$ cat src/timestamp_frame_pair_matcher_macros.svh
// ----------------------------------------------------------------------------
// Assertion macros for the timestamp frame pair matcher
// Clocked, reset-gated property checks used at the end of the top level.
// ----------------------------------------------------------------------------
`ifndef TIMESTAMP_FRAME_PAIR_MATCHER_MACROS_SVH
`define TIMESTAMP_FRAME_PAIR_MATCHER_MACROS_SVH

// same-cycle implication
`define TFPM_ASSERT_IMPL(name, pre, post) \
   name: assert property (@(posedge clock) disable iff (reset) (pre) |-> (post)) \
      else $error("tfpm: same-cycle check failed");

// next-cycle implication
`define TFPM_ASSERT_NEXT(name, pre, post) \
   name: assert property (@(posedge clock) disable iff (reset) (pre) |=> (post)) \
      else $error("tfpm: next-cycle check failed");

`endif

$ cat src/tfpm_pkg.sv
// ----------------------------------------------------------------------------
// tfpm_pkg
// Field widths, constants and controller/datapath interface types.
// ----------------------------------------------------------------------------
`default_nettype none

package tfpm_pkg;

   localparam int TAG_W  = 16;
   localparam int SEC_W  = 32;
   localparam int USEC_W = 20;
   localparam int WIN_W  = 20;
   localparam int PAIR_W = 16;
   localparam int TIME_W = 52;

   localparam int REQ_DATA_W = 72;
   localparam int RSP_DATA_W = 56;
   localparam int RSP_PAD_W  = 7;

   localparam logic [USEC_W-1:0] USEC_PER_SEC = 20'd1000000;
   localparam logic [WIN_W-1:0]  WINDOW_RESET = 20'd33333;

   typedef struct packed {
      logic [TAG_W-1:0]  tag;
      logic [TIME_W-1:0] total;
   } entry_type;

   typedef struct packed {
      logic capture;
      logic enqueue;
      logic scan_init;
      logic scan_run;
      logic emit;
   } cmd_type;

   typedef struct packed {
      logic hit;
      logic last;
      logic empty;
      logic rsp_free;
   } stat_type;

endpackage

`default_nettype wire

$ cat src/timestamp_frame_pair_matcher.sv
// ----------------------------------------------------------------------------
// Timestamp frame pair matcher
// Pairs color and depth frame notices whose timestamps lie within a window.
// ----------------------------------------------------------------------------
// Each frame notice goes into the ring queue of its stream (a full queue loses
// its oldest entry and flags dropped); the block then looks for the oldest
// color frame that has a depth frame within window_us microseconds, taking the
// oldest such depth frame, reports both tags with a running pair number, and
// retires both queues up to the pair. Every notice yields one result word.
// Steps: accept, timestamp conversion, enqueue, scan start, a pair scan that
// examines one color/depth pair per cycle, and result hand-off. A result still
// waiting in the output register holds back the next result and the input; a
// new notice is taken only after the last one's result is handed off.
// After reset both queues are empty and window_us is 33333.
`default_nettype none

`include "timestamp_frame_pair_matcher_macros.svh"

module timestamp_frame_pair_matcher #(
   parameter int QUEUE_DEPTH = 8
) (
   input  wire logic                             clock,
   input  wire logic                             reset,
   input  wire logic                             req_tvalid,
   output logic                                  req_tready,
   // frame_tag[15:0], time_sec[47:16], time_usec[67:48], zero pad [71:68]
   input  wire logic [tfpm_pkg::REQ_DATA_W-1:0]  req_tdata,
   // stream_id (0 color, 1 depth)
   input  wire logic                             req_tuser,
   output logic                                  rsp_tvalid,
   input  wire logic                             rsp_tready,
   // color_tag[15:0], depth_tag[31:16], pair_number[47:32], dropped[48], pad [55:49]
   output logic [tfpm_pkg::RSP_DATA_W-1:0]       rsp_tdata,
   // matched
   output logic                                  rsp_tuser,
   input  wire logic                             csr_valid,
   output logic                                  csr_ready,
   input  wire logic [tfpm_pkg::WIN_W-1:0]       csr_data
);
   import tfpm_pkg::*;

   cmd_type  cmd;
   stat_type stat;

   tfpm_ctrl u_ctrl (
      .clock      (clock),
      .reset      (reset),
      .req_tvalid (req_tvalid),
      .req_tready (req_tready),
      .stat       (stat),
      .cmd        (cmd)
   );

   tfpm_datapath #(
      .QUEUE_DEPTH (QUEUE_DEPTH)
   ) u_datapath (
      .clock      (clock),
      .reset      (reset),
      .cmd        (cmd),
      .stat       (stat),
      .req_tuser  (req_tuser),
      .req_tdata  (req_tdata),
      .csr_valid  (csr_valid),
      .csr_ready  (csr_ready),
      .csr_data   (csr_data),
      .rsp_tvalid (rsp_tvalid),
      .rsp_tready (rsp_tready),
      .rsp_tdata  (rsp_tdata),
      .rsp_tuser  (rsp_tuser)
   );

   `TFPM_ASSERT_IMPL(a_no_accept_in_scan, cmd.scan_run, !req_tready)
   `TFPM_ASSERT_NEXT(a_emit_shows_word, cmd.emit, rsp_tvalid)
   `TFPM_ASSERT_NEXT(a_stop_on_first_hit, cmd.scan_run && stat.hit, !cmd.scan_run)
   `TFPM_ASSERT_NEXT(a_one_item_at_a_time, req_tvalid && req_tready, !req_tready)

endmodule

`default_nettype wire

$ cat src/tfpm_ctrl.sv
// ----------------------------------------------------------------------------
// tfpm_ctrl
// Sequencer: accept, timestamp conversion, enqueue, pair scan, result hand-off.
// ----------------------------------------------------------------------------
`default_nettype none

module tfpm_ctrl (
   input  wire logic               clock,
   input  wire logic               reset,
   input  wire logic               req_tvalid,
   output logic                    req_tready,
   input  tfpm_pkg::stat_type      stat,
   output tfpm_pkg::cmd_type       cmd
);
   import tfpm_pkg::*;

   localparam logic [2:0] S_IDLE  = 3'd0;
   localparam logic [2:0] S_MUL   = 3'd1;
   localparam logic [2:0] S_ENQ   = 3'd2;
   localparam logic [2:0] S_START = 3'd3;
   localparam logic [2:0] S_SCAN  = 3'd4;
   localparam logic [2:0] S_DONE  = 3'd5;

   logic [2:0] state_ff, state_in;

   assign req_tready = (state_ff == S_IDLE);

   always_comb begin
      state_in      = state_ff;
      cmd           = '0;
      cmd.capture   = req_tvalid && req_tready;
      case (state_ff)
         S_IDLE: begin
            if (req_tvalid) state_in = S_MUL;
         end
         S_MUL: begin
            state_in = S_ENQ;
         end
         S_ENQ: begin
            cmd.enqueue = 1'b1;
            state_in    = S_START;
         end
         S_START: begin
            // nothing to pair with when either queue is empty
            if (stat.empty) begin
               state_in = S_DONE;
            end else begin
               cmd.scan_init = 1'b1;
               state_in      = S_SCAN;
            end
         end
         S_SCAN: begin
            cmd.scan_run = 1'b1;
            if (stat.hit || stat.last) state_in = S_DONE;
         end
         S_DONE: begin
            if (stat.rsp_free) begin
               cmd.emit = 1'b1;
               state_in = S_IDLE;
            end
         end
         default: begin
            state_in = S_IDLE;
         end
      endcase
   end

   always_ff @(posedge clock) begin
      if (reset) begin
         state_ff <= S_IDLE;
      end else begin
         state_ff <= state_in;
      end
   end

endmodule

`default_nettype wire

$ cat src/tfpm_datapath.sv
// ----------------------------------------------------------------------------
// tfpm_datapath
// Frame queues as ring buffers, timestamp arithmetic, window compare, output
// register and the window register.
// ----------------------------------------------------------------------------
`default_nettype none

module tfpm_datapath #(
   parameter int QUEUE_DEPTH = 8
) (
   input  wire logic                                clock,
   input  wire logic                                reset,
   input  tfpm_pkg::cmd_type                        cmd,
   output tfpm_pkg::stat_type                       stat,
   input  wire logic                                req_tuser,
   input  wire logic [tfpm_pkg::REQ_DATA_W-1:0]     req_tdata,
   input  wire logic                                csr_valid,
   output logic                                     csr_ready,
   input  wire logic [tfpm_pkg::WIN_W-1:0]          csr_data,
   output logic                                     rsp_tvalid,
   input  wire logic                                rsp_tready,
   output logic [tfpm_pkg::RSP_DATA_W-1:0]          rsp_tdata,
   output logic                                     rsp_tuser
);
   import tfpm_pkg::*;

   localparam int IW = (QUEUE_DEPTH > 1) ? $clog2(QUEUE_DEPTH) : 1;
   localparam int CW = $clog2(QUEUE_DEPTH + 1);
   localparam logic [IW:0]   DEPTH_N    = (IW+1)'(QUEUE_DEPTH);
   localparam logic [CW-1:0] COUNT_FULL = CW'(QUEUE_DEPTH);

   // base + step modulo the depth, with base below the depth and step at most the depth
   function automatic logic [IW-1:0] ring_add(input logic [IW-1:0] base,
                                              input logic [IW:0] step);
      logic [IW+1:0] sum;
      sum = {2'b00, base} + {1'b0, step};
      if (sum >= {1'b0, DEPTH_N}) sum = sum - {1'b0, DEPTH_N};
      return sum[IW-1:0];
   endfunction

   logic                    sid_ff, sid_in;
   logic [TAG_W-1:0]        tag_ff, tag_in;
   logic [SEC_W-1:0]        sec_ff, sec_in;
   logic [USEC_W-1:0]       usec_ff, usec_in;
   logic [TIME_W-1:0]       prod_ff, prod_in;
   logic [WIN_W-1:0]        window_ff, window_in;

   logic [IW-1:0]           head_c_ff, head_c_in, head_d_ff, head_d_in;
   logic [CW-1:0]           cnt_c_ff, cnt_c_in, cnt_d_ff, cnt_d_in;
   logic [IW-1:0]           ci_ff, ci_in, di_ff, di_in;
   logic [PAIR_W-1:0]       pair_ff, pair_in;

   logic                    match_ff, match_in;
   logic                    drop_ff, drop_in;
   logic [TAG_W-1:0]        ctag_ff, ctag_in, dtag_ff, dtag_in;
   logic [PAIR_W-1:0]       pnum_ff, pnum_in;

   logic                    rsp_valid_ff, rsp_valid_in;
   logic [RSP_DATA_W-1:0]   rsp_data_ff, rsp_data_in;
   logic                    rsp_user_ff, rsp_user_in;

   entry_type               color_mem_ff [QUEUE_DEPTH];
   entry_type               depth_mem_ff [QUEUE_DEPTH];
   entry_type               color_rd_ff, depth_rd_ff;
   entry_type               new_entry;

   logic                    full_c, full_d;
   logic [IW-1:0]           tail_c, tail_d, addr_c, addr_d;
   logic                    we_c, we_d;
   logic [IW:0]             ci_step, di_step;
   logic                    ci_last, di_last, hit;
   logic [TIME_W:0]         ct_ext, dt_ext, ct_win, dt_win;

   assign csr_ready = 1'b1;

   assign full_c    = (cnt_c_ff == COUNT_FULL);
   assign full_d    = (cnt_d_ff == COUNT_FULL);
   // a full ring overwrites its oldest entry
   assign tail_c    = full_c ? head_c_ff : ring_add(head_c_ff, {1'b0, cnt_c_ff[IW-1:0]});
   assign tail_d    = full_d ? head_d_ff : ring_add(head_d_ff, {1'b0, cnt_d_ff[IW-1:0]});
   assign we_c      = cmd.enqueue && !sid_ff;
   assign we_d      = cmd.enqueue && sid_ff;
   assign new_entry = '{tag: tag_ff, total: prod_ff + TIME_W'(usec_ff)};

   assign ci_step = {1'b0, ci_ff} + (IW+1)'(1);
   assign di_step = {1'b0, di_ff} + (IW+1)'(1);
   assign ci_last = (CW'(ci_step) == cnt_c_ff);
   assign di_last = (CW'(di_step) == cnt_d_ff);

   // |ct - dt| <= window, as two bounded compares
   assign ct_ext = {1'b0, color_rd_ff.total};
   assign dt_ext = {1'b0, depth_rd_ff.total};
   assign ct_win = ct_ext + (TIME_W+1)'(window_ff);
   assign dt_win = dt_ext + (TIME_W+1)'(window_ff);
   assign hit    = (ct_ext <= dt_win) && (dt_ext <= ct_win);

   assign stat.hit      = hit;
   assign stat.last     = ci_last && di_last;
   assign stat.empty    = (cnt_c_ff == '0) || (cnt_d_ff == '0);
   assign stat.rsp_free = !rsp_valid_ff || rsp_tready;

   always_comb begin
      sid_in       = sid_ff;
      tag_in       = tag_ff;
      sec_in       = sec_ff;
      usec_in      = usec_ff;
      prod_in      = TIME_W'(sec_ff) * TIME_W'(USEC_PER_SEC);
      window_in    = window_ff;
      head_c_in    = head_c_ff;
      head_d_in    = head_d_ff;
      cnt_c_in     = cnt_c_ff;
      cnt_d_in     = cnt_d_ff;
      ci_in        = ci_ff;
      di_in        = di_ff;
      pair_in      = pair_ff;
      match_in     = match_ff;
      drop_in      = drop_ff;
      ctag_in      = ctag_ff;
      dtag_in      = dtag_ff;
      pnum_in      = pnum_ff;
      rsp_valid_in = rsp_valid_ff;
      rsp_data_in  = rsp_data_ff;
      rsp_user_in  = rsp_user_ff;

      if (csr_valid) window_in = csr_data;

      if (cmd.capture) begin
         sid_in   = req_tuser;
         tag_in   = req_tdata[TAG_W-1:0];
         sec_in   = req_tdata[TAG_W+SEC_W-1:TAG_W];
         usec_in  = req_tdata[TAG_W+SEC_W+USEC_W-1:TAG_W+SEC_W];
         match_in = 1'b0;
         drop_in  = 1'b0;
         ctag_in  = '0;
         dtag_in  = '0;
         pnum_in  = '0;
      end

      if (cmd.enqueue) begin
         if (!sid_ff) begin
            if (full_c) begin
               head_c_in = ring_add(head_c_ff, (IW+1)'(1));
               drop_in   = 1'b1;
            end else begin
               cnt_c_in = cnt_c_ff + CW'(1);
            end
         end else begin
            if (full_d) begin
               head_d_in = ring_add(head_d_ff, (IW+1)'(1));
               drop_in   = 1'b1;
            end else begin
               cnt_d_in = cnt_d_ff + CW'(1);
            end
         end
      end

      if (cmd.scan_init) begin
         ci_in = '0;
         di_in = '0;
      end

      if (cmd.scan_run) begin
         if (hit) begin
            // drop both queues up to and including the matched pair
            match_in  = 1'b1;
            ctag_in   = color_rd_ff.tag;
            dtag_in   = depth_rd_ff.tag;
            pnum_in   = pair_ff;
            pair_in   = pair_ff + PAIR_W'(1);
            head_c_in = ring_add(head_c_ff, ci_step);
            head_d_in = ring_add(head_d_ff, di_step);
            cnt_c_in  = cnt_c_ff - CW'(ci_step);
            cnt_d_in  = cnt_d_ff - CW'(di_step);
         end else if (!(ci_last && di_last)) begin
            if (di_last) begin
               di_in = '0;
               ci_in = ci_step[IW-1:0];
            end else begin
               di_in = di_step[IW-1:0];
            end
         end
      end

      if (cmd.emit) begin
         rsp_valid_in = 1'b1;
         rsp_data_in  = {{RSP_PAD_W{1'b0}}, drop_ff, pnum_ff, dtag_ff, ctag_ff};
         rsp_user_in  = match_ff;
      end else if (rsp_tready) begin
         rsp_valid_in = 1'b0;
      end
   end

   // read addresses follow the next scan indices, so read data lines up with ci_ff/di_ff
   assign addr_c = ring_add(head_c_ff, {1'b0, ci_in});
   assign addr_d = ring_add(head_d_ff, {1'b0, di_in});

   always_ff @(posedge clock) begin
      if (we_c) color_mem_ff[tail_c] <= new_entry;
      color_rd_ff <= color_mem_ff[addr_c];
   end

   always_ff @(posedge clock) begin
      if (we_d) depth_mem_ff[tail_d] <= new_entry;
      depth_rd_ff <= depth_mem_ff[addr_d];
   end

   always_ff @(posedge clock) begin
      if (reset) begin
         window_ff    <= WINDOW_RESET;
         head_c_ff    <= '0;
         head_d_ff    <= '0;
         cnt_c_ff     <= '0;
         cnt_d_ff     <= '0;
         pair_ff      <= '0;
         rsp_valid_ff <= 1'b0;
      end else begin
         window_ff    <= window_in;
         head_c_ff    <= head_c_in;
         head_d_ff    <= head_d_in;
         cnt_c_ff     <= cnt_c_in;
         cnt_d_ff     <= cnt_d_in;
         pair_ff      <= pair_in;
         rsp_valid_ff <= rsp_valid_in;
      end
   end

   always_ff @(posedge clock) begin
      sid_ff      <= sid_in;
      tag_ff      <= tag_in;
      sec_ff      <= sec_in;
      usec_ff     <= usec_in;
      prod_ff     <= prod_in;
      ci_ff       <= ci_in;
      di_ff       <= di_in;
      match_ff    <= match_in;
      drop_ff     <= drop_in;
      ctag_ff     <= ctag_in;
      dtag_ff     <= dtag_in;
      pnum_ff     <= pnum_in;
      rsp_data_ff <= rsp_data_in;
      rsp_user_ff <= rsp_user_in;
   end

   assign rsp_tvalid = rsp_valid_ff;
   assign rsp_tdata  = rsp_data_ff;
   assign rsp_tuser  = rsp_user_ff;

endmodule

`default_nettype wire

$ cat config.mk
export PLATFORM = sky130hd
export DESIGN_NAME = timestamp_frame_pair_matcher
export DESIGN_NICKNAME = d
export VERILOG_FILES = /design/src/tfpm_pkg.sv /design/src/timestamp_frame_pair_matcher.sv /design/src/tfpm_ctrl.sv /design/src/tfpm_datapath.sv
export VERILOG_INCLUDE_DIRS = /design/src /design/src/src
export SDC_FILE = /design/constraint.sdc
export NUM_CORES = 2
export LEC_CHECK = 0
export BUFFER_PORTS_ARGS = -buffer_cell sky130_fd_sc_hd__buf_4
export CAP_MARGIN = 40
export CORE_UTILIZATION = 45
export DETAILED_ROUTE_END_ITERATION = 8
export PLACE_DENSITY = 0.69
export SYNTH_ARGS = -nofsm -noshare
export SYNTH_HDL_FRONTEND = slang
export SYNTH_SLANG_ARGS = --single-unit
$ cat constraint.sdc
create_clock -name clock -period 10.8 [get_ports clock]
set_clock_uncertainty 0.05 [all_clocks]
set_input_delay 2.16 -clock clock [delete_from_list [all_inputs] [get_ports clock]]
set_output_delay 2.16 -clock clock [all_outputs]
set_load 0.01 [all_outputs]
### Yosys cells after proc, flatten, opt, wreduce, memory -nomap -nowiden

Memory sizes are Yosys's and may differ from the RTL's. A register that Yosys moved wholly into a read port is not among the register bits.
Index checks and enable logic that the tools add are counted.
Widths: inputs -> output; s select.

* memories: 2
* bits in read-only memories: 0
* latch bits: 0
* output and inout port bits: 60
* input bits: 98
* word-level logic and storage cells: 163
* bits in registers: 275
* RAM bits: 1088

Memory list
* u_datapath.color_mem_ff: depth 8, width 68, read ports 1, clocked after memory_dff 1, wr ports 1, RTL line tfpm_datapath.sv:62 `entry_type color_mem_ff [QUEUE_DEPTH];`
* u_datapath.depth_mem_ff: depth 8, width 68, read ports 1, clocked after memory_dff 1, wr ports 1, RTL line tfpm_datapath.sv:63 `entry_type depth_mem_ff [QUEUE_DEPTH];`

* divide/modulo/power cells: 0
* magnitude comparators: 10
* reduce and logical (&&, ||, !) cells: 16
* bitwise operators: 0
* shift-type cells: 0
* $mul: 1
* mux-type cells: 74
* add/sub/neg operators: 26
* eq/ne operators: 12

Operators with widths (count)
* $mux 16: 9
* $add 52x20->53: 2
* $le 52x53->1: 2
* $mux 3: 33
* $add 52x20->52: 1
* $mul 32x14->46 const B: 1
* $mux 4: 10
* $ge 4x4->1 const B: 6
* $sub 3x1->3 const B: 8
* $mux 1: 21
* $pmux 3 s6: 1
* $add 16x1->16 const B: 1
* $add 3x1->4 const B: 4
* $add 3x3->4: 4
* $add 3x4->5: 2
* $ge 5x4->1 const B: 2
* $add 4x1->4 const B: 2
* $eq 4x4->1: 2
* $eq 4x4->1 const B: 2
* $logic_not 4->1: 2
* $sub 4x4->4: 2
* $eq 3x2->1 const B: 2
* $eq 3x3->1 const B: 2
* $logic_and 1x1->1: 5
* 9 further kinds: 13

### Longest topological paths before layout

* word-level depth: 12
* depth in mapped cells: 33
* mapped depth without buffers: 30

### Cells and area by module

A second synthesis with hierarchy kept.

* cell total of the unflattened synthesis: 4468
* area total of the unflattened synthesis: 68622.1 um2

Modules (own cells, without submodules)
* tfpm_datapath: seq. area each 42030.3 um2, area an instance 68396.8 um2, instances 1, cells each 4442
* tfpm_ctrl: seq. area each 60.1 um2, area an instance 225.2 um2, instances 1, cells each 26

### Worst setup path after synthesis

No wires, ideal clock.

* path type: register to register
* start point: reg u_datapath.color_rd_ff[1] (netlist name)
* end point: reg u_datapath.depth_rd_ff[27] (netlist name)
* arrival time: 7207 ps
* stages on the path, launching flop included: 30
* setup time: 121 ps
* setup slack: 3423 ps
* period minus slack after synthesis: 7377 ps
* buffers on the path: 4
* cell sequence: dfxtp_1 -> ha_1 -> a21o_1 -> a21oi_1 -> o21ai_0 -> a31oi_1 -> o211ai_1 -> a221o_1 -> o31a_1 -> a311o_1 -> nor2b_1 -> clkbuf_1 -> nand3_1 -> xor2_1 -> ha_1 -> and4_1 -> a221oi_1 -> nand2_1 -> a2111oi_0 -> nor2_1 -> a22o_1 -> nand3_1 -> nand2_1 -> mux2i_1 -> ha_1 -> clkbuf_1 -> clkbuf_1 -> clkbuf_1 -> mux4_2 -> mux2_2

* cells in the longest elaborated chain, start to end: 8

RTL lines
* $add 52x20->53: RTL line tfpm_datapath.sv:93 `assign ct_win = ct_ext + (TIME_W+1)'(window_ff);`
* $le 52x53->1: RTL line tfpm_datapath.sv:95 `assign hit = (ct_ext <= dt_win) && (dt_ext <= ct_win);`
* $logic_and 1x1->1 *: RTL line tfpm_datapath.sv:95
* $mux 3 *: RTL line tfpm_datapath.sv:163 `if (hit) begin`
* $mux 3 *: RTL line tfpm_datapath.sv:162 `if (cmd.scan_run) begin`
* via u_datapath.di_in[0]: RTL line tfpm_datapath.sv:50 `logic [IW-1:0] ci_ff, ci_in, di_ff, di_in;`
* $add 3x3->4 *: RTL line tfpm_datapath.sv:36 `sum = {2'b00, base} + {1'b0, step};`
* $ge 4x4->1 / $sub 3x1->3 (equally long branches): RTL line tfpm_datapath.sv:37 `if (sum >= {1'b0, DEPTH_N}) sum = sum - {1'b0, DEPTH_N};`
* $mux 3 *: RTL line tfpm_datapath.sv:37

The timed path passes the listed nets; every way through them passes the cells marked *.
A chain may end at the register's enable or synchronous reset.

### Worst setup path after layout

* start point: reg u_datapath.color_rd_ff[1] (netlist name)
* end point: reg u_datapath.depth_rd_ff[49] (netlist name)

* cells in the longest elaborated chain, start to end: 8

RTL lines (RTL line)
* $add 52x20->53: tfpm_datapath.sv:93
* $le 52x53->1: tfpm_datapath.sv:95
* $logic_and 1x1->1 *: tfpm_datapath.sv:95
* $mux 3 *: tfpm_datapath.sv:163
* $mux 3 *: tfpm_datapath.sv:162
* via u_datapath.di_in[0]: tfpm_datapath.sv:50
* $add 3x3->4 *: tfpm_datapath.sv:36
* $ge 4x4->1 / $sub 3x1->3 (equally long branches): tfpm_datapath.sv:37
* $mux 3 *: tfpm_datapath.sv:37

Marked as above.

==> results.sh <==
export IMPL_status="finished clean"
export IMPL_cts_resized=0
export IMPL_fin_cells=6379
export IMPL_syn_cell_area_mm2=0.06617
export IMPL_cts_buffers=152
export IMPL_cp_common_cell="nand2_1"
export IMPL_synth_top_area_share_pct=54.77
export IMPL_slowest_delay_ns=1.08
export IMPL_cts_root_buf="clkbuf_16"
export IMPL_numPortBuffers=145
export IMPL_use_met1_pct=26.45
export IMPL_num_rows=140
export IMPL_drcViolationCount=0
export IMPL_initialDrtViolationCount=2506
export IMPL_p_leak_nw=27.21
export IMPL_critPathCaptureType="flip-flop"
export IMPL_clockBufferDepth=3
export IMPL_synth_top_area_cell="edfxtp_1"
export IMPL_async_reset_ff_share_pct=0
export IMPL_syn_inst=4031
export IMPL_die_w_um=385.5
export IMPL_vdd_drop_max_v=0.0004217
export IMPL_grt_util_met3_pct=2.943
export IMPL_synth_main_ff_cell="edfxtp_1"
export IMPL_track_usage_pct=19.28
export IMPL_placed_area_mm2=0.07058
export IMPL_cp_max_fo=65
export IMPL_synth_enable_flop_cells=1207
export IMPL_reg2reg_setup_slack_ns=1.70
export IMPL_first_global_vias=35550
export IMPL_placed_cells=6090
export IMPL_finalCritPeriodShare_pct=84.24
export IMPL_grt_pass1_wl_mm=214.7
export IMPL_h_tree_depth=4
export IMPL_reg2reg_depth=28
export IMPL_drv_slew=0
export IMPL_ys_ff_latch=1499
export IMPL_finalNetCount=4906
export IMPL_initial_core_util_pct=45.40
export IMPL_grt_overflow_total=0
export IMPL_reg2reg_from="u_datapath.color_rd_ff[1]"
export IMPL_setup_violations=0
export IMPL_clock_latency_ns=0.79
export IMPL_tightest_slew_ns=0.9394
export IMPL_synth_common_cells="1,207 x edfxtp_1, 332 x ha_1, 292 x dfxtp_1"
export IMPL_post_cts_buffers=0
export IMPL_cts_sinks=1499
export IMPL_final_cell_area_mm2=0.07582
export IMPL_cp_required_ns=11.40
export IMPL_final_setup_worst_slack_ns=1.702
export IMPL_vias=35060
export IMPL_r2r_end="u_datapath.depth_rd_ff[49]"
export IMPL_utilization_pct=52.03
export IMPL_drive_gt1_share_pct=21.38
export IMPL_whs_path_depth=2
export IMPL_ys_seq_area_share_pct=63.61
export IMPL_gp_congestion=0.8455
export IMPL_first_pass_iters=5
export IMPL_wl_per_cell_um=22.23
export IMPL_ys_warn_count=0
export IMPL_tns_ns=0
export IMPL_power_density_mw_per_mm2=350.2
export IMPL_hp_start="u_datapath.depth_rd_ff[59]"
export IMPL_dieArea_mm2=0.1486
export IMPL_startpoint_type="flip-flop"
export IMPL_max_freq_mhz=109.9
export IMPL_antenna_found_initial=0
export IMPL_period_minus_slack_ns=9.098
export IMPL_crit_end="u_datapath.depth_rd_ff[49]"
export IMPL_crit_start="u_datapath.color_rd_ff[1]"
export IMPL_hp_class="flip-flop to flip-flop"
export IMPL_relSlewSlack_pct=37.06
export IMPL_grt_max_degree=66
export IMPL_core_mm2=0.1457
export IMPL_place_ws_ns=1.707
export IMPL_maxCapViolCount=0
export IMPL_areaGrowthSynthToFinish_pct=14.58
export IMPL_rsz0062_at_grt="false"
export IMPL_cts_hold_buf=0
export IMPL_vias_per_cell=5.496
export IMPL_clkSlewWorstSetupHoldPaths_ns=0.06
export IMPL_diodes=0
export IMPL_io_pins=158
export IMPL_arrival_ns=9.70
export IMPL_hold_viol=0
export IMPL_cts_tree="yes"
export IMPL_place_hpwl_mm=88.15
export IMPL_yosys_cell_count_top_type="edfxtp_1"
export IMPL_synth_area_leaders="edfxtp_1 55%, mux4_2 9.3%, dfxtp_1 8.8%"
export IMPL_die_y_um=385.5
export IMPL_slowest_stage="fa_4"
export IMPL_n_fill_cell=11700
export IMPL_top_usage_layer="met2"
export IMPL_path_class="flip-flop to flip-flop"
export IMPL_use_met2_pct=32.12
export IMPL_drt_total_wl_mm=141.8
export IMPL_drtAntennaViolNets=0
export IMPL_avgSynthCellArea_um2=16.42
export IMPL_ys_types=79
-- registers in the layout (all words and copies together), names as in the netlist, 20 cells and up --
signal and count:
u_datapath.color_mem_ff 544, u_datapath.depth_mem_ff 544, u_datapath.color_rd_ff 68, u_datapath.depth_rd_ff 68, u_datapath.rsp_tdata 49, u_datapath.prod_ff 46
u_datapath.sec_ff 32, u_datapath.usec_ff 20, u_datapath.window_ff 20
-- worst max-delay path, delay by kind of cell, from the launching register on --
kind                     cells  cell delay, ns
AO/OA/AOI/OAI               10            2.62
XOR/XNOR                     1            0.18
adder cells (fa/ha/maj)      4            1.88
buffers and inverters        1            0.44
flip-flops                   1            0.34
multiplexers                 3            0.83
AND/OR/NAND/NOR              9            2.52
-- cell type report --
cell class	count	area [µm²]	area share [%]
flip-flops and latches	1499	42090	55.51
repair buffers	259	2328	3.071
inverters	227	854.6	1.127
well taps	1917	2399	3.163
clock inverters	77	944.7	1.246
multi-input cells	2191	22930	30.24
clock buffers	209	4279	5.644
-- routing by layer --
metal,vias to the layer above,part of all wire (%)
met5,-,0
met4,0,2.0
met3,209,5.4
met2,955,49
met1,17920,44
li1,15980,-
-- metrics by stage --
stage	power (W)	hold WS, ns
floorplan	0.01823	0.3418
global placement	0.02105	0.3545
detailed placement	0.02132	0.3567
CTS	0.02678	0.3673
global route	0.02880	0.3828
finish	0.02655	0.3674
-- power breakdown --
group          internal [W]  switching, W  leakage (nW)
Clock               0.00307       0.00228          2.53
Combinational       0.00594       0.00713          11.4
Sequential          0.00758      0.000556          13.3
-- cells in the final DEF (no fill, tap or decap), drive strengths merged, types with 8 or more instances in the layout --
master and instances:
nor2b 19, a21oi 128, o211ai 8, o21a 14
ha 332, o31ai 8, o21ai 76, or3 15
fa 146, clkbuf 209, conb 8, nor4 9
and4 18, o21bai 16, inv 234, a211o 9
mux4 272, xor2 102, dfxtp 292, nor3 35
nand3 116, nand2 207, bufinv 10, nand4 39
a21o 43, nand2b 26, mux2 138, and2 11
nor2 136, edfxtp 1207, buf 259, clkinv 54
mux2i 23, a211oi 21, a31oi 10, xnor2 112
and3 27
-- kinds of logic (layout without fill, tap and decap cells) --
kind of cell | count (synthesis) | in the layout | share of synthesized area [%]
AO/OA/AOI/OAI | 377 | 377 | 3.625
AND/OR/NAND/NOR | 681 | 681 | 5.047
multiplexers | 433 | 433 | 12.07
XOR/XNOR | 214 | 214 | 2.844
adder cells (fa/ha/maj) | 478 | 478 | 10.69
flip-flops | 1499 | 1499 | 63.61
buffers and inverters | 347 | 772 | 2.099
other | 2 | 8 | 0.01135
-- how the worst min path moves through the flow --
stage                             endpoint
finish               u_datapath.dtag_ff[7]
global route        u_datapath.ctag_ff[13]
CTS                 u_datapath.ctag_ff[13]
detailed placement  u_datapath.dtag_ff[13]
global placement    u_datapath.ctag_ff[13]
floorplan            u_datapath.ctag_ff[0]
No activity file was read; power rests on OpenSTA's default activity.
